==> config.mk <==
export PLATFORM = sky130hd
export DESIGN_NAME = servo_status_reply_parser_top_flat
export DESIGN_NICKNAME = d
export VERILOG_FILES = /design/src/design/srp_pkg.sv /design/src/design/srp_req_if.sv /design/src/design/srp_rsp_if.sv /design/src/design/servo_status_reply_parser_top.sv /design/src/design/srp_cell.sv /design/src/design/srp_ctrl.sv /design/src/flat_wrapper.sv
export VERILOG_INCLUDE_DIRS = /design/src /design/src/design
export SDC_FILE = /design/constraint.sdc
export NUM_CORES = 1
export LEC_CHECK = 0
export ABC_AREA = 0
export BUFFER_PORTS_ARGS = -buffer_cell sky130_fd_sc_hd__buf_2
export CAP_MARGIN = 0
export CELL_PAD_IN_SITES_DETAIL_PLACEMENT = 1
export CELL_PAD_IN_SITES_GLOBAL_PLACEMENT = 1
export CORE_UTILIZATION = 40
export DETAILED_ROUTE_END_ITERATION = 8
export HOLD_SLACK_MARGIN = 0.03
export PLACE_DENSITY_LB_ADDON = 0.1
export SLEW_MARGIN = 5
export SYNTH_ARGS = -nofsm -noshare
export SYNTH_HDL_FRONTEND = slang
export SYNTH_SLANG_ARGS = --single-unit
export TNS_END_PERCENT = 10
==> constraint.sdc <==
create_clock -name i_clk -period 5.7 [get_ports i_clk]
set_clock_uncertainty 0.2 [all_clocks]
set_input_delay 0.57 -clock i_clk [delete_from_list [all_inputs] [get_ports i_clk]]
set_output_delay 0.57 -clock i_clk [all_outputs]
set_load 0.02 [all_outputs]
==> src/design/servo_status_reply_parser_top_defines.svh <==
// assertion macros for the servo status reply parser
// used by srp_ctrl, no other dependencies
`ifndef SERVO_STATUS_REPLY_PARSER_TOP_DEFINES_SVH
`define SERVO_STATUS_REPLY_PARSER_TOP_DEFINES_SVH

// condition holds at every edge out of reset
`define SRP_ASSERT_ALWAYS(label, clk, rst_n, cond, msg) \
    label: assert property (@(posedge clk) disable iff (!rst_n) (cond)) else $error(msg);

// same-cycle implication
`define SRP_ASSERT_IMPL(label, clk, rst_n, ante, cons, msg) \
    label: assert property (@(posedge clk) disable iff (!rst_n) (ante) |-> (cons)) \
        else $error(msg);

// next-cycle implication
`define SRP_ASSERT_NEXT(label, clk, rst_n, ante, cons, msg) \
    label: assert property (@(posedge clk) disable iff (!rst_n) (ante) |=> (cons)) \
        else $error(msg);

`endif

==> src/design/srp_pkg.sv <==
// shared types and constants of the servo status reply parser
// no dependencies
`timescale 1ns / 1ps

package srp_pkg;

    localparam int CNT_W          = 8;
    localparam int MAX_MOTORS_DEF = 16;

    localparam logic [7:0] HEADER_BYTE = 8'hFF;
    localparam logic [15:0] SPEED_MASK = 16'h03FF;
    localparam logic [3:0] RECORD_LEN  = 4'd9;

    localparam logic [1:0] ACT_BYTE = 2'd0;
    localparam logic [1:0] ACT_REG  = 2'd1;
    localparam logic [1:0] ACT_NEW  = 2'd2;

    localparam logic [2:0] ST_RECORD = 3'd0;
    localparam logic [2:0] ST_BAD    = 3'd1;
    localparam logic [2:0] ST_EMPTY  = 3'd2;
    localparam logic [2:0] ST_ADDED  = 3'd3;
    localparam logic [2:0] ST_DUP    = 3'd4;
    localparam logic [2:0] ST_FULL   = 3'd5;

    // lookup token passed along the id cells
    typedef struct packed {
        logic             valid;
        logic [7:0]       key;
        logic             hit;
        logic [CNT_W-1:0] slot;
    } t_query;

    // table write
    typedef struct packed {
        logic             en;
        logic [CNT_W-1:0] idx;
        logic [7:0]       id;
    } t_wr;

    typedef struct packed {
        logic [2:0]  status;
        logic        matched;
        logic [3:0]  slot;
        logic [7:0]  record_id;
        logic [15:0] position;
        logic [9:0]  speed;
        logic [15:0] load;
        logic [7:0]  voltage;
        logic [7:0]  temperature;
        logic        last_record;
    } t_rsp;

endpackage

==> src/design/srp_req_if.sv <==
// input channel of the servo status reply parser
// no dependencies
`timescale 1ns / 1ps

interface srp_req_if;
    logic       valid;
    logic       ready;
    logic [1:0] action;
    logic [7:0] rx_byte;
    logic [7:0] new_motor_id;

    modport source (output valid, action, rx_byte, new_motor_id, input ready);
    modport sink (input valid, action, rx_byte, new_motor_id, output ready);
endinterface

==> src/design/srp_rsp_if.sv <==
// result channel of the servo status reply parser
// no dependencies
`timescale 1ns / 1ps

interface srp_rsp_if;
    logic        valid;
    logic        ready;
    logic [2:0]  status;
    logic        matched;
    logic [3:0]  slot;
    logic [7:0]  record_id;
    logic [15:0] position;
    logic [9:0]  speed;
    logic [15:0] load;
    logic [7:0]  voltage;
    logic [7:0]  temperature;
    logic        last_record;

    modport source (output valid, status, matched, slot, record_id, position, speed, load,
                    voltage, temperature, last_record, input ready);
    modport sink (input valid, status, matched, slot, record_id, position, speed, load,
                  voltage, temperature, last_record, output ready);
endinterface

==> src/design/servo_status_reply_parser_top.sv <==
// Servo status reply parser, top level.
// Input words on i_req: action 0 feeds one received byte, 1 registers a motor id,
// 2 restarts the frame parser (table kept). Result words leave on o_rsp.
// Frame: 0xFF, reply opcode (i_cfg_we / i_cfg_wdata), count, then 9-byte records.
// A byte that completes no record and raises no error gives no word.
// A completed record or a registration walks the id through a row of MAX_MOTORS
// cells, one cell per cycle; its word then goes to the pending register and, once
// the output register is free, into it, and only then is the next item taken.
// Bad header and empty frame words skip the cells, going to the pending register.
// i_req.ready is high whenever no item is in work, also while a result word waits.
// If the receiver stalls, a finished word waits in the pending register until the
// output register frees; no input is taken meanwhile.
// Reset clears the parser, the motor count and the opcode register; table ids
// read as unknown until registered and are only compared below the count.
// depends on srp_pkg, srp_req_if, srp_rsp_if, srp_cell, srp_ctrl
`timescale 1ns / 1ps

module servo_status_reply_parser_top #(
    parameter int MAX_MOTORS = srp_pkg::MAX_MOTORS_DEF
) (
    input  logic       i_clk,
    input  logic       i_rst_n,
    srp_req_if.sink    i_req,
    srp_rsp_if.source  o_rsp,
    input  logic       i_cfg_we,
    input  logic [7:0] i_cfg_wdata
);

    srp_pkg::t_query           w_q [MAX_MOTORS+1];
    srp_pkg::t_wr              w_wr;
    logic [srp_pkg::CNT_W-1:0] w_count;

    srp_ctrl #(
        .MAX_MOTORS (MAX_MOTORS)
    ) u_ctrl (
        .i_clk       (i_clk),
        .i_rst_n     (i_rst_n),
        .i_req       (i_req),
        .o_rsp       (o_rsp),
        .i_cfg_we    (i_cfg_we),
        .i_cfg_wdata (i_cfg_wdata),
        .o_query     (w_q[0]),
        .i_hit       (w_q[MAX_MOTORS]),
        .o_wr        (w_wr),
        .o_count     (w_count)
    );

    for (genvar g = 0; g < MAX_MOTORS; g++) begin : g_cell
        srp_cell #(
            .IDX (g)
        ) u_cell (
            .i_clk   (i_clk),
            .i_rst_n (i_rst_n),
            .i_q     (w_q[g]),
            .i_wr    (w_wr),
            .i_count (w_count),
            .o_q     (w_q[g+1])
        );
    end

endmodule

==> src/design/srp_cell.sv <==
// one motor id cell of the lookup chain
// depends on srp_pkg
`timescale 1ns / 1ps

module srp_cell #(
    parameter int IDX = 0
) (
    input  logic                      i_clk,
    input  logic                      i_rst_n,
    input  srp_pkg::t_query           i_q,
    input  srp_pkg::t_wr              i_wr,
    input  logic [srp_pkg::CNT_W-1:0] i_count,
    output srp_pkg::t_query           o_q
);

    localparam logic [srp_pkg::CNT_W-1:0] L_IDX = srp_pkg::CNT_W'(IDX);

    logic [7:0]      r_id;
    srp_pkg::t_query r_q;
    srp_pkg::t_query n_q;
    logic            w_active;

    assign w_active = (L_IDX < i_count);

    always_comb begin
        n_q = i_q;
        if (!i_q.hit && w_active && (r_id == i_q.key)) begin
            n_q.hit  = 1'b1;
            n_q.slot = L_IDX;
        end
    end

    always_ff @(posedge i_clk) begin
        if (i_wr.en && (i_wr.idx == L_IDX)) begin
            r_id <= i_wr.id;
        end
        r_q.key  <= n_q.key;
        r_q.hit  <= n_q.hit;
        r_q.slot <= n_q.slot;
        if (!i_rst_n) begin
            r_q.valid <= 1'b0;
        end else begin
            r_q.valid <= n_q.valid;
        end
    end

    assign o_q = r_q;

endmodule

==> src/design/srp_ctrl.sv <==
// frame parser, table bookkeeping and result register
// depends on srp_pkg, srp_req_if, srp_rsp_if and the defines header
`timescale 1ns / 1ps
`include "servo_status_reply_parser_top_defines.svh"

module srp_ctrl #(
    parameter int MAX_MOTORS = srp_pkg::MAX_MOTORS_DEF
) (
    input  logic                      i_clk,
    input  logic                      i_rst_n,
    srp_req_if.sink                   i_req,
    srp_rsp_if.source                 o_rsp,
    input  logic                      i_cfg_we,
    input  logic [7:0]                i_cfg_wdata,
    output srp_pkg::t_query           o_query,
    input  srp_pkg::t_query           i_hit,
    output srp_pkg::t_wr              o_wr,
    output logic [srp_pkg::CNT_W-1:0] o_count
);

    localparam logic [srp_pkg::CNT_W-1:0] L_MAX = srp_pkg::CNT_W'(MAX_MOTORS);

    typedef enum logic [1:0] {S_IDLE, S_LOOK, S_EMIT} t_state;
    typedef enum logic [2:0] {
        PH_HEADER, PH_OPCODE, PH_COUNT, PH_RECORD, PH_DISCARD, PH_DONE
    } t_phase;

    t_state                    r_state, n_state;
    t_phase                    r_phase, n_phase;
    logic [3:0]                r_byte_idx, n_byte_idx;
    logic [7:0]                r_left, n_left;
    logic [63:0]               r_rec, n_rec;
    logic [7:0]                r_cur_id, n_cur_id;
    logic [7:0]                r_key, n_key;
    logic                      r_is_reg, n_is_reg;
    logic                      r_last, n_last;
    logic [srp_pkg::CNT_W-1:0] r_count, n_count;
    logic [7:0]                r_opcode, n_opcode;
    srp_pkg::t_rsp             r_pend, n_pend;
    srp_pkg::t_rsp             r_out, n_out;
    logic                      r_out_valid, n_out_valid;
    srp_pkg::t_query           w_query;
    srp_pkg::t_wr              w_wr;
    logic                      w_accept;
    logic [2:0]                w_sel;
    logic [7:0]                w_left_dec;
    logic [15:0]               w_speed;

    assign i_req.ready = (r_state == S_IDLE);
    assign w_accept    = i_req.valid && i_req.ready;
    assign w_sel       = 3'(r_byte_idx - 4'd1);
    assign w_left_dec  = r_left - 8'd1;
    assign w_speed     = r_rec[31:16] & srp_pkg::SPEED_MASK;

    always_comb begin
        n_state     = r_state;
        n_phase     = r_phase;
        n_byte_idx  = r_byte_idx;
        n_left      = r_left;
        n_rec       = r_rec;
        n_cur_id    = r_cur_id;
        n_key       = r_key;
        n_is_reg    = r_is_reg;
        n_last      = r_last;
        n_count     = r_count;
        n_opcode    = i_cfg_we ? i_cfg_wdata : r_opcode;
        n_pend      = r_pend;
        n_out       = r_out;
        n_out_valid = r_out_valid && !o_rsp.ready;
        w_query     = '0;
        w_wr        = '0;

        case (r_state)
            S_IDLE: begin
                if (w_accept) begin
                    case (i_req.action)
                        srp_pkg::ACT_BYTE: begin
                            case (r_phase)
                                PH_HEADER: begin
                                    if (i_req.rx_byte == srp_pkg::HEADER_BYTE) begin
                                        n_phase = PH_OPCODE;
                                    end else begin
                                        n_phase        = PH_DISCARD;
                                        n_pend         = '0;
                                        n_pend.status  = srp_pkg::ST_BAD;
                                        n_state        = S_EMIT;
                                    end
                                end
                                PH_OPCODE: begin
                                    if (i_req.rx_byte == r_opcode) begin
                                        n_phase = PH_COUNT;
                                    end else begin
                                        n_phase        = PH_DISCARD;
                                        n_pend         = '0;
                                        n_pend.status  = srp_pkg::ST_BAD;
                                        n_state        = S_EMIT;
                                    end
                                end
                                PH_COUNT: begin
                                    if (i_req.rx_byte == 8'd0) begin
                                        n_phase        = PH_DONE;
                                        n_pend         = '0;
                                        n_pend.status  = srp_pkg::ST_EMPTY;
                                        n_state        = S_EMIT;
                                    end else begin
                                        n_left     = i_req.rx_byte;
                                        n_byte_idx = 4'd0;
                                        n_phase    = PH_RECORD;
                                    end
                                end
                                PH_RECORD: begin
                                    if (r_byte_idx == 4'd0) begin
                                        n_cur_id = i_req.rx_byte;
                                    end else begin
                                        n_rec[8*w_sel +: 8] = i_req.rx_byte;
                                    end
                                    if (r_byte_idx == srp_pkg::RECORD_LEN - 4'd1) begin
                                        n_byte_idx    = 4'd0;
                                        n_last        = (r_left == 8'd1);
                                        n_left        = w_left_dec;
                                        if (w_left_dec == 8'd0) begin
                                            n_phase = PH_DONE;
                                        end
                                        n_is_reg      = 1'b0;
                                        n_key         = r_cur_id;
                                        w_query.valid = 1'b1;
                                        w_query.key   = r_cur_id;
                                        n_state       = S_LOOK;
                                    end else begin
                                        n_byte_idx = r_byte_idx + 4'd1;
                                    end
                                end
                                default: begin
                                end
                            endcase
                        end
                        srp_pkg::ACT_REG: begin
                            n_is_reg      = 1'b1;
                            n_key         = i_req.new_motor_id;
                            w_query.valid = 1'b1;
                            w_query.key   = i_req.new_motor_id;
                            n_state       = S_LOOK;
                        end
                        srp_pkg::ACT_NEW: begin
                            n_phase    = PH_HEADER;
                            n_byte_idx = 4'd0;
                            n_left     = 8'd0;
                        end
                        default: begin
                        end
                    endcase
                end
            end
            S_LOOK: begin
                if (i_hit.valid) begin
                    n_pend  = '0;
                    n_state = S_EMIT;
                    if (r_is_reg) begin
                        if (i_hit.hit) begin
                            n_pend.status  = srp_pkg::ST_DUP;
                            n_pend.matched = 1'b1;
                            n_pend.slot    = i_hit.slot[3:0];
                        end else if (r_count >= L_MAX) begin
                            n_pend.status = srp_pkg::ST_FULL;
                        end else begin
                            w_wr.en       = 1'b1;
                            w_wr.idx      = r_count;
                            w_wr.id       = r_key;
                            n_pend.status = srp_pkg::ST_ADDED;
                            n_pend.slot   = r_count[3:0];
                            n_count       = r_count + 1'b1;
                        end
                    end else begin
                        n_pend.status      = srp_pkg::ST_RECORD;
                        n_pend.matched     = i_hit.hit;
                        n_pend.slot        = i_hit.hit ? i_hit.slot[3:0] : 4'd0;
                        n_pend.record_id   = r_key;
                        n_pend.position    = r_rec[15:0];
                        n_pend.speed       = w_speed[9:0];
                        n_pend.load        = r_rec[47:32];
                        n_pend.voltage     = r_rec[55:48];
                        n_pend.temperature = r_rec[63:56];
                        n_pend.last_record = r_last;
                    end
                end
            end
            S_EMIT: begin
                if (!r_out_valid || o_rsp.ready) begin
                    n_out       = r_pend;
                    n_out_valid = 1'b1;
                    n_state     = S_IDLE;
                end
            end
            default: begin
                n_state = S_IDLE;
            end
        endcase
    end

    always_ff @(posedge i_clk) begin
        r_rec    <= n_rec;
        r_cur_id <= n_cur_id;
        r_key    <= n_key;
        r_is_reg <= n_is_reg;
        r_last   <= n_last;
        r_pend   <= n_pend;
        r_out    <= n_out;
        if (!i_rst_n) begin
            r_state     <= S_IDLE;
            r_phase     <= PH_HEADER;
            r_byte_idx  <= 4'd0;
            r_left      <= 8'd0;
            r_count     <= '0;
            r_opcode    <= 8'd0;
            r_out_valid <= 1'b0;
        end else begin
            r_state     <= n_state;
            r_phase     <= n_phase;
            r_byte_idx  <= n_byte_idx;
            r_left      <= n_left;
            r_count     <= n_count;
            r_opcode    <= n_opcode;
            r_out_valid <= n_out_valid;
        end
    end

    assign o_query = w_query;
    assign o_wr    = w_wr;
    assign o_count = r_count;

    assign o_rsp.valid       = r_out_valid;
    assign o_rsp.status      = r_out.status;
    assign o_rsp.matched     = r_out.matched;
    assign o_rsp.slot        = r_out.slot;
    assign o_rsp.record_id   = r_out.record_id;
    assign o_rsp.position    = r_out.position;
    assign o_rsp.speed       = r_out.speed;
    assign o_rsp.load        = r_out.load;
    assign o_rsp.voltage     = r_out.voltage;
    assign o_rsp.temperature = r_out.temperature;
    assign o_rsp.last_record = r_out.last_record;

    `SRP_ASSERT_ALWAYS(a_count_max, i_clk, i_rst_n, r_count <= L_MAX,
        "motor count above table size")
    `SRP_ASSERT_IMPL(a_hit_in_look, i_clk, i_rst_n, i_hit.valid, r_state == S_LOOK,
        "lookup result outside lookup state")
    `SRP_ASSERT_NEXT(a_look_to_emit, i_clk, i_rst_n, (r_state == S_LOOK) && i_hit.valid,
        r_state == S_EMIT, "lookup result not followed by emit")
    `SRP_ASSERT_IMPL(a_wr_room, i_clk, i_rst_n, o_wr.en, (r_count < L_MAX) && !i_hit.hit,
        "table write without room or on a known id")

endmodule

==> src/flat_wrapper.sv <==
// flat-port wrapper written by rule: the top's interface ports become plain ports
module servo_status_reply_parser_top_flat 
#(
    parameter int MAX_MOTORS = srp_pkg::MAX_MOTORS_DEF
)
  (i_clk, i_rst_n, i_cfg_we, i_cfg_wdata, i_req_valid, i_req_action, i_req_rx_byte, i_req_new_motor_id, i_req_ready, o_rsp_valid, o_rsp_status, o_rsp_matched, o_rsp_slot, o_rsp_record_id, o_rsp_position, o_rsp_speed, o_rsp_load, o_rsp_voltage, o_rsp_temperature, o_rsp_last_record, o_rsp_ready);
  srp_req_if i_req_i ();
  srp_rsp_if o_rsp_i ();
  input  logic i_clk;
  input  logic i_rst_n;
  input  logic i_cfg_we;
  input  logic [7:0] i_cfg_wdata;
  input wire logic [$bits(i_req_i.valid)-1:0] i_req_valid;
  input wire logic [$bits(i_req_i.action)-1:0] i_req_action;
  input wire logic [$bits(i_req_i.rx_byte)-1:0] i_req_rx_byte;
  input wire logic [$bits(i_req_i.new_motor_id)-1:0] i_req_new_motor_id;
  output wire logic [$bits(i_req_i.ready)-1:0] i_req_ready;
  output wire logic [$bits(o_rsp_i.valid)-1:0] o_rsp_valid;
  output wire logic [$bits(o_rsp_i.status)-1:0] o_rsp_status;
  output wire logic [$bits(o_rsp_i.matched)-1:0] o_rsp_matched;
  output wire logic [$bits(o_rsp_i.slot)-1:0] o_rsp_slot;
  output wire logic [$bits(o_rsp_i.record_id)-1:0] o_rsp_record_id;
  output wire logic [$bits(o_rsp_i.position)-1:0] o_rsp_position;
  output wire logic [$bits(o_rsp_i.speed)-1:0] o_rsp_speed;
  output wire logic [$bits(o_rsp_i.load)-1:0] o_rsp_load;
  output wire logic [$bits(o_rsp_i.voltage)-1:0] o_rsp_voltage;
  output wire logic [$bits(o_rsp_i.temperature)-1:0] o_rsp_temperature;
  output wire logic [$bits(o_rsp_i.last_record)-1:0] o_rsp_last_record;
  input wire logic [$bits(o_rsp_i.ready)-1:0] o_rsp_ready;
  assign i_req_i.valid = i_req_valid;
  assign i_req_i.action = i_req_action;
  assign i_req_i.rx_byte = i_req_rx_byte;
  assign i_req_i.new_motor_id = i_req_new_motor_id;
  assign i_req_ready = i_req_i.ready;
  assign o_rsp_valid = o_rsp_i.valid;
  assign o_rsp_status = o_rsp_i.status;
  assign o_rsp_matched = o_rsp_i.matched;
  assign o_rsp_slot = o_rsp_i.slot;
  assign o_rsp_record_id = o_rsp_i.record_id;
  assign o_rsp_position = o_rsp_i.position;
  assign o_rsp_speed = o_rsp_i.speed;
  assign o_rsp_load = o_rsp_i.load;
  assign o_rsp_voltage = o_rsp_i.voltage;
  assign o_rsp_temperature = o_rsp_i.temperature;
  assign o_rsp_last_record = o_rsp_i.last_record;
  assign o_rsp_i.ready = o_rsp_ready;
  servo_status_reply_parser_top #(.MAX_MOTORS(MAX_MOTORS)) u_core (.i_clk(i_clk), .i_rst_n(i_rst_n), .i_req(i_req_i), .o_rsp(o_rsp_i), .i_cfg_we(i_cfg_we), .i_cfg_wdata(i_cfg_wdata));
endmodule
## Word level (Yosys, flattened, before mapping)

Cells that the tools add are included.
Widths: inputs -> output; s select.

| storage, ports and cells | value |
|---|---|
| register bits | 610 |
| latch bits | 0 |
| bits in writable memories | 0 |
| ROM bits | 0 |
| input bits | 31 |
| output and inout port bits | 77 |
| logic and storage cells | 351 |
| memories kept | 0 |

| operators by class | value |
|---|---|
| $add $sub $neg | 5 |
| $mul | 0 |
| div/mod/pow operators | 0 |
| order comparisons | 17 |
| eq/ne operators | 63 |
| shift-type cells | 2 |
| mux-type cells | 61 |
| bitwise operators | 3 |
| reduce and logical (&&, ||, !) cells | 89 |

Operators with widths:

| cell | number |
|---|---|
| $mux 75 | 6 |
| $pmux 75 s3 | 1 |
| $pmux 75 s2 | 1 |
| $eq 8x8->1 | 17 |
| $mux 17 | 5 |
| $mux 67 | 1 |
| $bwmux 64 | 1 |
| $eq 8x4->1 const B | 8 |
| $lt 4x8->1 const A | 8 |
| $shift 8x34->64 const A | 1 |
| $shiftx 8x34->64 | 1 |
| $mux 8 | 7 |
| $logic_and 1x1->1 | 49 |
| $pmux 8 s2 | 3 |
| $neg 6->34 | 1 |
| $eq 8x3->1 const B | 4 |
| $lt 3x8->1 const A | 4 |
| $reduce_and 5->1 | 6 |
| $mux 9 | 3 |
| $logic_not 8->1 | 3 |
| $mux 3 | 7 |
| $mux 4 | 5 |
| $ne 3x3->1 const B | 6 |
| $pmux 9 s2 | 1 |
| 44 further kinds | 91 |

## Longest topological paths before layout

Gate-level depths: netlist of the first run.

| depth | value |
|---|---|
| depth after elaboration | 9 |
| mapped depth | 10 |
| depth with buffers taken out | 8 |

## By module

A second synthesis of the first run with hierarchy kept.

| second synthesis, totals | value |
|---|---|
| cell total of the unflattened synthesis | 1687 |
| area, all modules | 24021.8 um^2 |

By module, submodules not included:

| module | instances | cells an instance | area an instance (um^2) | sequential area each (um^2) |
|---|---|---|---|---|
| srp_ctrl | 1 | 748 | 10441.3 | 7467.2 |
| srp_cell (u_core.g_cell[5].u_cell ...) | 2 | 59 | 857.1 | 600.6 |
| srp_cell (u_core.g_cell[14].u_cell ...) | 2 | 58 | 843.3 | 600.6 |
| srp_cell (u_core.g_cell[8].u_cell) | 1 | 59 | 873.3 | 600.6 |
| srp_cell (u_core.g_cell[10].u_cell) | 1 | 60 | 862.1 | 600.6 |
| srp_cell (u_core.g_cell[4].u_cell) | 1 | 61 | 860.8 | 600.6 |
| srp_cell (u_core.g_cell[12].u_cell) | 1 | 58 | 845.8 | 600.6 |
| srp_cell (u_core.g_cell[15].u_cell) | 1 | 55 | 844.6 | 600.6 |
| srp_cell (u_core.g_cell[1].u_cell) | 1 | 60 | 844.6 | 600.6 |
| srp_cell (u_core.g_cell[2].u_cell) | 1 | 59 | 844.6 | 600.6 |
| srp_cell (u_core.g_cell[0].u_cell) | 1 | 60 | 842.1 | 600.6 |
| srp_cell (u_core.g_cell[13].u_cell) | 1 | 58 | 842.1 | 600.6 |
| srp_cell (u_core.g_cell[11].u_cell) | 1 | 58 | 840.8 | 600.6 |
| srp_cell (u_core.g_cell[3].u_cell) | 1 | 59 | 839.6 | 600.6 |
| srp_cell (u_core.g_cell[7].u_cell) | 1 | 58 | 839.6 | 600.6 |

## Least setup slack after synthesis of the first run

No wires, ideal clock.

| timing path | value |
|---|---|
| kind | input -> register |
| from | input i_req_rx_byte[5] |
| to | register u_core.u_ctrl.r_pend[0] (netlist name), enable pin |
| setup time | 0.510 ns |
| arrival | 4.651 ns |
| required time | 4.990 ns |
| setup slack | 0.339 ns |
| cell stages on the path | 6 |
| buffers on the path | 1 |
| cell sequence | clkbuf_1 -> nor4_1 -> a21boi_0 -> a31oi_1 -> a22oi_1 -> nor2_1 |

| between the ends | value |
|---|---|
| cells in the longest elaborated chain, start to end | 3 |
| elaborated cells on any way between the ends | 7 |
| classes of those cells | eq/ne: 5; reduce/logical: 2 |

RTL lines:

| what | RTL line | RTL |
|---|---|---|
| start, declared | flat_wrapper.sv:15 | `input wire logic [$bits(i_req_i.rx_byte)-1:0] i_req_rx_byte;` |
| $eq 8x8->1, or another cell as far along | srp_ctrl.sv:90 | `if (i_req.rx_byte == r_opcode) begin` |
| $ne 3x3->1 (no source line) | - |  |
| $reduce_and 8->1 (no source line) * | - |  |
| end signal, assigned | srp_ctrl.sv:206 | `r_pend <= n_pend;` |
| end, declared | srp_ctrl.sv:39 | `srp_pkg::t_rsp r_pend, n_pend;` |

Every way passes the cells marked *; elsewhere a longest branch is shown, timed or not.
A chain may end at the register's enable or synchronous reset.

## Worst setup path after layout of the first run

| timing path | value |
|---|---|
| from | register u_core.u_ctrl.r_count (netlist bit u_core.u_ctrl.o_count[4]) |
| to | register u_core.g_cell[12].u_cell.r_id[7], enable pin |

| between the ends | value |
|---|---|
| cells in the longest elaborated chain, start to end | 8 |

RTL lines:

| what | RTL line | RTL |
|---|---|---|
| start, declared | srp_ctrl.sv:37 | `logic [srp_pkg::CNT_W-1:0] r_count, n_count;` |
| start signal, assigned | srp_ctrl.sv:221 | `r_count <= n_count;` |
| $ge 8x5->1 | srp_ctrl.sv:163 | `end else if (r_count >= L_MAX) begin` |
| $mux 17 * | srp_ctrl.sv:163 |  |
| $mux 17 * | srp_ctrl.sv:159 | `if (i_hit.hit) begin` |
| $mux 17 * | srp_ctrl.sv:158 | `if (r_is_reg) begin` |
| $mux 17 * | srp_ctrl.sv:155 | `if (i_hit.valid) begin` |
| $mux 17 * | srp_ctrl.sv:73 | `case (r_state)` |
| $eq 8x4->1 | srp_cell.sv:34 | `if (i_wr.en && (i_wr.idx == L_IDX)) begin` |
| $logic_and 1x1->1 * | srp_cell.sv:34 |  |
| end signal, assigned | srp_cell.sv:35 | `r_id <= i_wr.id;` |
| end, declared | srp_cell.sv:18 | `logic [7:0] r_id;` |

Marked as above.

==> results of run 1 <==
cell usage after synthesis (2+ instances only):
library cell	n	share of area
a2111oi_0	3	0.0013
a21boi_0	7	0.0026
a21oi_1	19	0.0047
a22oi_1	9	0.0033
a31oi_1	6	0.0018
a41oi_1	2	0.00086
and2_1	153	0.047
and3_1	6	0.0018
and3b_1	2	0.00086
buf_1	2	0.00037
buf_2	2	0.00049
clkbuf_1	38	0.0070
dfxtp_1	235	0.23
edfxtp_1	354	0.52
ha_1	10	0.0061
inv_1	26	0.0048
mux2i_1	12	0.0059
nand2_1	68	0.013
nand2b_1	48	0.015
nand3_1	11	0.0027
nand3b_1	4	0.0015
nand4_1	26	0.0080
nor2_1	73	0.013
nor2b_1	19	0.0058
nor3_1	17	0.0042
nor3b_1	4	0.0015
nor4_1	18	0.0055
nor4b_1	2	0.00086
o2111ai_1	6	0.0026
o21a_1	5	0.0018
o21ai_0	22	0.0054
o21ai_1	2	0.00049
o22ai_1	2	0.00061
o311ai_0	2	0.00086
or2_2	7	0.0022
or3_1	2	0.00061
or4_1	8	0.0029
xnor2_1	69	0.030
xor2_1	71	0.031
routing by layer:
metal / track usage / vias to the layer above / wire length, um
met5: 0 / - / 0
met4: 0.0481 / 0 / 877
met3: 0.0334 / 58 / 2170
met2: 0.271 / 245 / 20000
met1: 0.260 / 5325 / 21900
li1: - / 5157 / -
cell usage in the layout (no fill, tap or decap), types with 18 or more instances in the layout:
cell type  Yosys  final
inv_1         26     26
clkbuf_16      0     60
and2_1       153    153
dfxtp_1      235    235
nand2_1       68     68
buf_2          2    107
edfxtp_1     354    354
xnor2_1       69     69
nand2b_1      48     48
nor2_1        73     71
o21ai_0       22     22
a21oi_1       19     19
nor2b_1       19     18
xor2_1        71     71
nand4_1       26     26
power by group:
| part | internal [W] | switching, W |
|---|---|---|
| logic | 0.0000667 | 0.000129 |
| registers | 0.00453 | 0.0000289 |
| clock network | 0.00224 | 0.00157 |
| total | 0.00684 | 0.00172 |
worst max-delay path, cell delays in order (launching register included):
cell	delay, ps
dfxtp_1	330
or4_1	660
nor2_1	210
and3_1	600
nand3_1	260
nor3_1	930
stage by stage:
step                      instances  hold WS (ps)  power, W  setup WS (ps)   util
after floorplan                1392           149   0.00477            339      -
after global placement         2131           154   0.00484           2310  0.431
after detailed placement       2131           157   0.00485           2120  0.431
after CTS                      2251          35.0   0.00868           2090  0.471
after global routing           2251          66.7   0.00887           1930  0.471
final                          2251          87.0   0.00856           2120  0.471
area by class of cell:
type                       count  area [um2]
fill                        4976       26500
sequential                   589       15300
multi-input combinational    733        4780
clock buffer                  86        1690
tap                          672         841
timing repair buffer         119         646
clock inverter                26         260
inverter                      26        97.6
path summary, 6_finish.rpt:
path	startpoint	endpoint	slack (ps)	cells after the start
worst max-delay path	u_core.u_ctrl.o_count[4]	u_core.g_cell[12].u_cell.r_id[7]	2120	5
worst min-delay path	i_req_new_motor_id[1]	u_core.g_cell[0].u_cell.o_q[10]	90	3
worst max register to register	u_core.u_ctrl.o_count[4]	u_core.g_cell[12].u_cell.r_id[7]	2120	5
worst min register to register	u_core.g_cell[12].u_cell.o_q[10]	u_core.g_cell[13].u_cell.o_q[10]	160	0
what timing repair did:
action                                  CTS  global route
hold buffers                              8             0
setup buffers                             0             0
endpoints found under the setup margin    0             0
hold endpoints to repair                  8             0
kinds of logic (layout without fill, tap and decap cells):
logic type,after synthesis,in the layout,synth area share
multiplexers,12,12,0.00590
AND/OR/NAND/NOR,473,473,0.129
AO/OA/AOI/OAI,98,98,0.0322
buffers and inverters,70,257,0.0136
XOR/XNOR,140,140,0.0602
flip-flops,589,589,0.753
adder cells (fa/ha/maj),10,10,0.00614
==> impl_metrics.csv, run 1 <==
group,metric,value,unit
outcome,outcome,"completed",
die,io_pins,108,
place,dpl-instance-area,21600,um2
worst_setup_path,critPathLaunchType,"flip-flop",
global_route,grt_pass1_wl,68600,um
global_route,grt_pass1_vias,11300,
logic_synthesis,async_reset_ff_frac,0,
logic_synthesis,syn_area,20400,um2
cts,h-tree-depth,2,
cts,tritoncts,"built",
detailed_routing,routedWlPerCell,20.0,um
cts,cts_resized,0,
cts,cts.sinks,589,
global_route,overflow,0,
detailed_routing,drtAntennaViolNets,0,
global_route,track_usage,0.178,
detailed_routing,vias_per_cell,4.79,
layout,largest_reg_flops,201,
layout,final_nets,1569,
sta,rsz0062_at_grt,"false",
logic_synthesis,synthCells,1392,
global_route,antenna_found_initial,2,
place,routabilityCongestion,0.842,
place,io_buffers,107,
layout,area_growth,16.1,%
logic_synthesis,synth_seq_cells,589,
sta,final-hold-violation-count,0,
die,row_count,82,
global_route,grt_max_degree,77,
cts,cts.clk_slew.worst_paths,60,ps
sta,max-slew-margin-rel,0.231,
logic_synthesis,ys_seq_area_frac,0.753,
place,hpwl,30900,um
pwr,p_leak,9.14,nW
hold_path,hold_path.class,"in2reg",
cts,cts-root-buf,"clkbuf_16",
die,fp.dieH,228,um
sta,post-route-period-util,0.628,
logic_synthesis,syn-num-nets,1433,
job,cap_viol_max_count,0,
detailed_routing,wl,44900,um
layout,finalInstanceArea,23700,um2
pwr,power_density,362,nW/um2
layout,n_antenna_cell,0,
sta,setup_viol_count_final,0,
cts,clk_latency,620,ps
worst_setup_path,end_kind,"flip-flop",
die,die_area,51800,um2
sta,final_max_slew_viol_count,0,
pwr,ir_drop,0.243,mV
die,chipWidth,228,um
detailed_routing,drt-initial-drc-count,687,
die,start_util,0.406,
logic_synthesis,synth_edf_count,354,
worst_setup_path,required,5710,ps
layout,drive_gt1_frac,0.136,
sta,period_needed,3580,ps
die,core_area,50200,um2
logic_synthesis,synth_warnings,0,
worst_setup_path,critPathKind,"reg2reg",
logic_synthesis,ys.flop_type,"edfxtp_1",
sta,tns,0,ps
logic_synthesis,avgSynthCellArea,14.6,um2
worst_setup_path,critical_path_peak_fanout,17,
detailed_routing,via_count,10800,
detailed_routing,route.detailed.drc,0,
worst_setup_path,worstPathArrival,3590,ps
cts,cts-root-to-sink-buffers,3,
sta,tightest_slew,1150,ps
cts,numCtsBuffers,59,
logic_synthesis,synth_cell_types,59,
detailed_routing,dr.pass1.iters,5,
sta,fmax,279,MHz
No activity file was read; power rests on OpenSTA's default activity.
==> inputs of run 2 (changes only) <==
- clock period: 5.7 -> 3.5 ns (I/O delays scaled with it)
==> impl_metrics.csv, run 2 (synthesized netlist as in run 1, its figures left out) <==
group,metric,value,unit
global_route,overflow,0,
detailed_routing,drtAntennaViolNets,0,
hold_path,hold_path.class,"in2reg",
cts,clk_latency,620,ps
sta,final-hold-violation-count,0,
worst_setup_path,reg2reg_slack,370,ps
sta,tightest_slew,824,ps
sta,period_needed,3130,ps
sta,post-route-period-util,0.894,
place,routabilityCongestion,0.856,
cts,cts.sinks,589,
detailed_routing,drt-initial-drc-count,584,
worst_setup_path,critical_path_peak_fanout,11,
die,start_util,0.406,
die,core_area,50200,um2
global_route,grt_pass1_wl,69200,um
layout,largest_reg_flops,201,
layout,layout_commonest_cell,"edfxtp_1",
layout,area_growth,19.4,%
cts,cts_setup_buffers,0,
sta,max-slew-margin-rel,0.448,
sta,final_max_slew_viol_count,0,
layout,finalInstanceArea,24300,um2
worst_setup_path,end_kind,"flip-flop",
die,chipWidth,228,um
die,row_count,82,
layout,final_nets,1631,
worst_setup_path,critPathKind,"reg2reg",
global_route,top_usage_layer,"met2",
die,fp.dieH,228,um
sta,tns,0,ps
die,io_pins,108,
place,io_buffers,107,
cts,cts-root-to-sink-buffers,3,
sta,setup_viol_count_final,0,
layout,n_antenna_cell,0,
cts,tritoncts,"built",
global_route,grt_pass1_vias,11600,
pwr,power_density,582,nW/um2
global_route,grt_max_degree,76,
detailed_routing,vias_per_cell,4.78,
layout,final_cell_mix,"edfxtp_1, dfxtp_1, and2_1, buf_2",
detailed_routing,route.detailed.drc,0,
global_route,antenna_found_initial,2,
detailed_routing,routedWlPerCell,19.6,um
worst_setup_path,worstPathArrival,3210,ps
worst_setup_path,critPathLaunchType,"flip-flop",
global_route,track_usage,0.180,
detailed_routing,wl,45400,um
pwr,p_leak,9.55,nW
detailed_routing,via_count,11100,
sta,fmax,319,MHz
global_route,met1_usage,0.252,
layout,fill_cells,4938,
layout,drive_gt1_frac,0.162,
outcome,outcome,"completed",
place,dpl-instance-area,21900,um2
detailed_routing,dr.pass1.iters,5,
cts,cts-root-buf,"clkbuf_16",
pwr,ir_drop,0.384,mV
cts,numCtsBuffers,58,
sta,holdWs,78.7,ps
cts,cts.clk_slew.worst_paths,60,ps
die,die_area,51800,um2
job,cap_viol_max_count,0,
cts,h-tree-depth,2,
sta,rsz0062_at_grt,"false",
global_route,grtUsageMet2,0.286,
global_route,use_met3,0.0374,
worst_setup_path,required,3580,ps
place,hpwl,31500,um
## run 2: stage by stage
stage	setup slack (ps)	util	total power, W	instances
detailed placement	244	0.437	0.00790	2167
floorplan	351	-	0.00776	1392
CTS	216	0.485	0.0143	2312
finish	370	0.485	0.0142	2312
global placement	457	0.437	0.00789	2167
global route	70.2	0.485	0.0146	2312
## run 2: final timing paths
path | start | end | cells past startpoint
max | u_core.u_ctrl.r_byte_idx[0] | u_core.u_ctrl.r_rec[5] | 6
min | i_req_action[0] | u_core.g_cell[0].u_cell.o_q[17] | 4
max reg2reg | u_core.u_ctrl.r_byte_idx[0] | u_core.u_ctrl.r_rec[5] | 6
min reg2reg | u_core.g_cell[13].u_cell.o_q[12] | u_core.g_cell[14].u_cell.o_q[12] | 0
## run 2: layout make-up
type | count | area, um2 | share of cell area
clock inverters | 30 | 302 | 0.0124
well taps | 672 | 841 | 0.0346
repair buffers | 182 | 1220 | 0.0503
multi-input cells | 733 | 4790 | 0.197
inverters | 26 | 97.6 | 0.00401
flip-flops and latches | 589 | 15300 | 0.631
clock buffers | 80 | 1730 | 0.0711
## run 2: critical path, cell delays in order (launching register included)
cell and delay [ps]:
dfxtp_1 580, inv_1 170, ha_1 310, xnor2_1 330, ha_1 400, and3b_1 390
nor2b_2 410
## run 2: what timing repair did
action                                  4_1_cts  5_1_grt
endpoints found under the setup margin        0        8
resized for setup                             0        1
hold buffers                                 35        0
endpoints found under the hold margin        54        0
## run 2: power by group
part / total (W) / internal, W / switching, W
Sequential: 0.00742 / 0.00738 / 0.0000467
Combinational: 0.000361 / 0.000141 / 0.000220
Clock: 0.00637 / 0.00376 / 0.00261
Total: 0.0142 / 0.0113 / 0.00288
## run 2: layer usage
layer / vias up / wire (um)
li1: 5282 / -
met1: 5449 / 21300
met2: 267 / 21000
met3: 53 / 2390
met4: 0 / 700
met5: - / 0
==> inputs of run 3 (changes only) <==
- MAX_ROUTING_LAYER: not set -> met4
==> impl_metrics.csv, run 3 (synthesized netlist as in run 1, its figures left out) <==
group,metric,value,unit
pwr,ir_drop,0.449,mV
detailed_routing,drt-initial-drc-count,620,
sta,final-hold-violation-count,0,
worst_setup_path,slowest_delay,560,ps
layout,fill_cells,4981,
detailed_routing,dr.pass1.iters,5,
place,io_buffers,107,
cts,cts.sinks,589,
cts,h-tree-depth,2,
place,routabilityCongestion,0.885,
worst_setup_path,required,3570,ps
layout,n_antenna_cell,0,
layout,largest_reg_flops,201,
global_route,grt_max_degree,47,
sta,period_needed,3150,ps
layout,final_nets,1634,
place,detailedPlace.worstSlack,417,ps
pwr,combPwrFrac,0.026,
outcome,outcome,"completed",
worst_setup_path,path_cells,"inv_1 > ha_1 > xnor2_1 > ha_1 > nor3_1 > and2_1",
layout,drive_gt1_frac,0.157,
pwr,p_leak,9.53,nW
pwr,p_seq_frac,0.526,
sta,final_max_slew_viol_count,0,
worst_setup_path,cp_top_family,"simple AND/OR/NAND/NOR gates",
layout,finalInstanceArea,24300,um2
pwr,total_power,0.0141,W
detailed_routing,wl,45400,um
die,io_pins,108,
place,dpl-instance-area,22000,um2
sta,setup_viol_count_final,0,
detailed_routing,via_count,11100,
detailed_routing,vias_per_cell,4.82,
worst_setup_path,rr_worst_depth,6,
die,row_count,82,
sta,tns,0,ps
sta,tightest_slew,889,ps
global_route,grt_pass1_wl,69500,um
global_route,antenna_found_initial,2,
worst_setup_path,end_kind,"flip-flop",
layout,area_growth,19.2,%
cts,cts_setup_buffers,0,
worst_setup_path,worstPathArrival,3220,ps
cts,clk_latency,610,ps
place,hpwl,31700,um
layout,layout_commonest_cell,"edfxtp_1",
global_route,overflow,0,
sta,post-route-period-util,0.900,
layout,final_cell_mix,"edfxtp_1, dfxtp_1, and2_1, buf_2",
worst_setup_path,cp_num_cells,6,
worst_setup_path,critical_path_peak_fanout,11,
die,die_area,51800,um2
pwr,pwr-share-clk,0.448,
worst_setup_path,worst_path_max_delay_cell,"dfxtp_1",
pwr,intPower,0.0113,W
sta,fin_ws,351,ps
die,start_util,0.406,
job,cap_viol_max_count,0,
global_route,track_usage,0.186,
cts,numCtsBuffers,58,
pwr,power_density,581,nW/um2
worst_setup_path,critPathKind,"reg2reg",
pwr,switchingPower,0.00285,W
die,core_area,50200,um2
global_route,grt_pass1_vias,11500,
cts,tritoncts,"built",
worst_setup_path,crit_top_cell,"ha_1",
detailed_routing,routedWlPerCell,19.6,um
sta,rsz0062_at_grt,"false",
detailed_routing,drtAntennaViolNets,0,
pwr,switching_share,0.202,
hold_path,hold_path.class,"in2reg",
hold_path,holdPathStages,4,
die,fp.dieH,228,um
sta,fmax,318,MHz
cts,cts-root-buf,"clkbuf_16",
cts,cts-root-to-sink-buffers,3,
cts,cts_resized,0,
cts,cts.clk_slew.worst_paths,60,ps
worst_setup_path,critPathLaunchType,"flip-flop",
worst_setup_path,cp.buffers_inverters,1,
sta,max-slew-margin-rel,0.404,
detailed_routing,route.detailed.drc,0,
die,chipWidth,228,um
[run 3: final cells by class]
type / instances / area [um2] / share of cell area
multi-input cells: 733 / 4780 / 0.197
inverters: 26 / 97.6 / 0.00402
clock buffers: 82 / 1690 / 0.0695
repair buffers: 185 / 1250 / 0.0513
flip-flops and latches: 589 / 15300 / 0.631
well taps: 672 / 841 / 0.0346
clock inverters: 28 / 293 / 0.0121
[run 3: power groups by stage]
stage,Sequential [W],Combinational (W),Clock [W]
3_5_place_dp,0.00757,0.000328,0
3_3_place_gp,0.00757,0.000323,0
4_1_cts,0.00742,0.000364,0.00651
6_report,0.00742,0.000362,0.00632
5_1_grt,0.00743,0.000399,0.00677
2_1_floorplan,0.00757,0.000193,0
[run 3: worst register-to-register path: cells and delay by family, from the launching register on]
family / cells / cell delay, ps
buffers and inverters: 1 / 170
DFF: 1 / 560
and+or+nand+nor: 2 / 790
adders and majority gates: 2 / 720
xor gates and xnor gates: 1 / 370
[run 3: path summary, 6_finish.rpt]
kind | from | slack (ps) | to
setup / recovery | u_core.u_ctrl.r_byte_idx[0] | 350 | u_core.u_ctrl.r_rec[48]
setup reg to reg | u_core.u_ctrl.r_byte_idx[0] | 350 | u_core.u_ctrl.r_rec[48]
hold / removal | i_req_action[0] | 100 | u_core.g_cell[0].u_cell.o_q[17]
hold reg to reg | u_core.g_cell[10].u_cell.o_q[15] | 150 | u_core.g_cell[11].u_cell.o_q[15]
[run 3: stage by stage]
stage / instances / hold WS (ps) / util
6_report: 2315 / 95.5 / 0.484
3_3_place_gp: 2170 / 153 / 0.438
4_1_cts: 2315 / 45.6 / 0.484
5_1_grt: 2315 / 112 / 0.484
2_1_floorplan: 1392 / 149 / -
3_5_place_dp: 2170 / 155 / 0.438
[run 3: layer usage]
metal	vias to the layer above	track usage	wire length (um)	share of wire
li1	5289	-	-	-
met1	5540	0.256	21500	0.47
met2	244	0.282	20900	0.46
met3	76	0.0305	2040	0.045
met4	0	0.0563	969	0.021
met5	-	-	0	0
[run 3: repair_timing]
item | in CTS | in global routing
setup endpoints to repair | 0 | 0
hold buffers | 35 | 0
endpoints found under the hold margin | 47 | 0
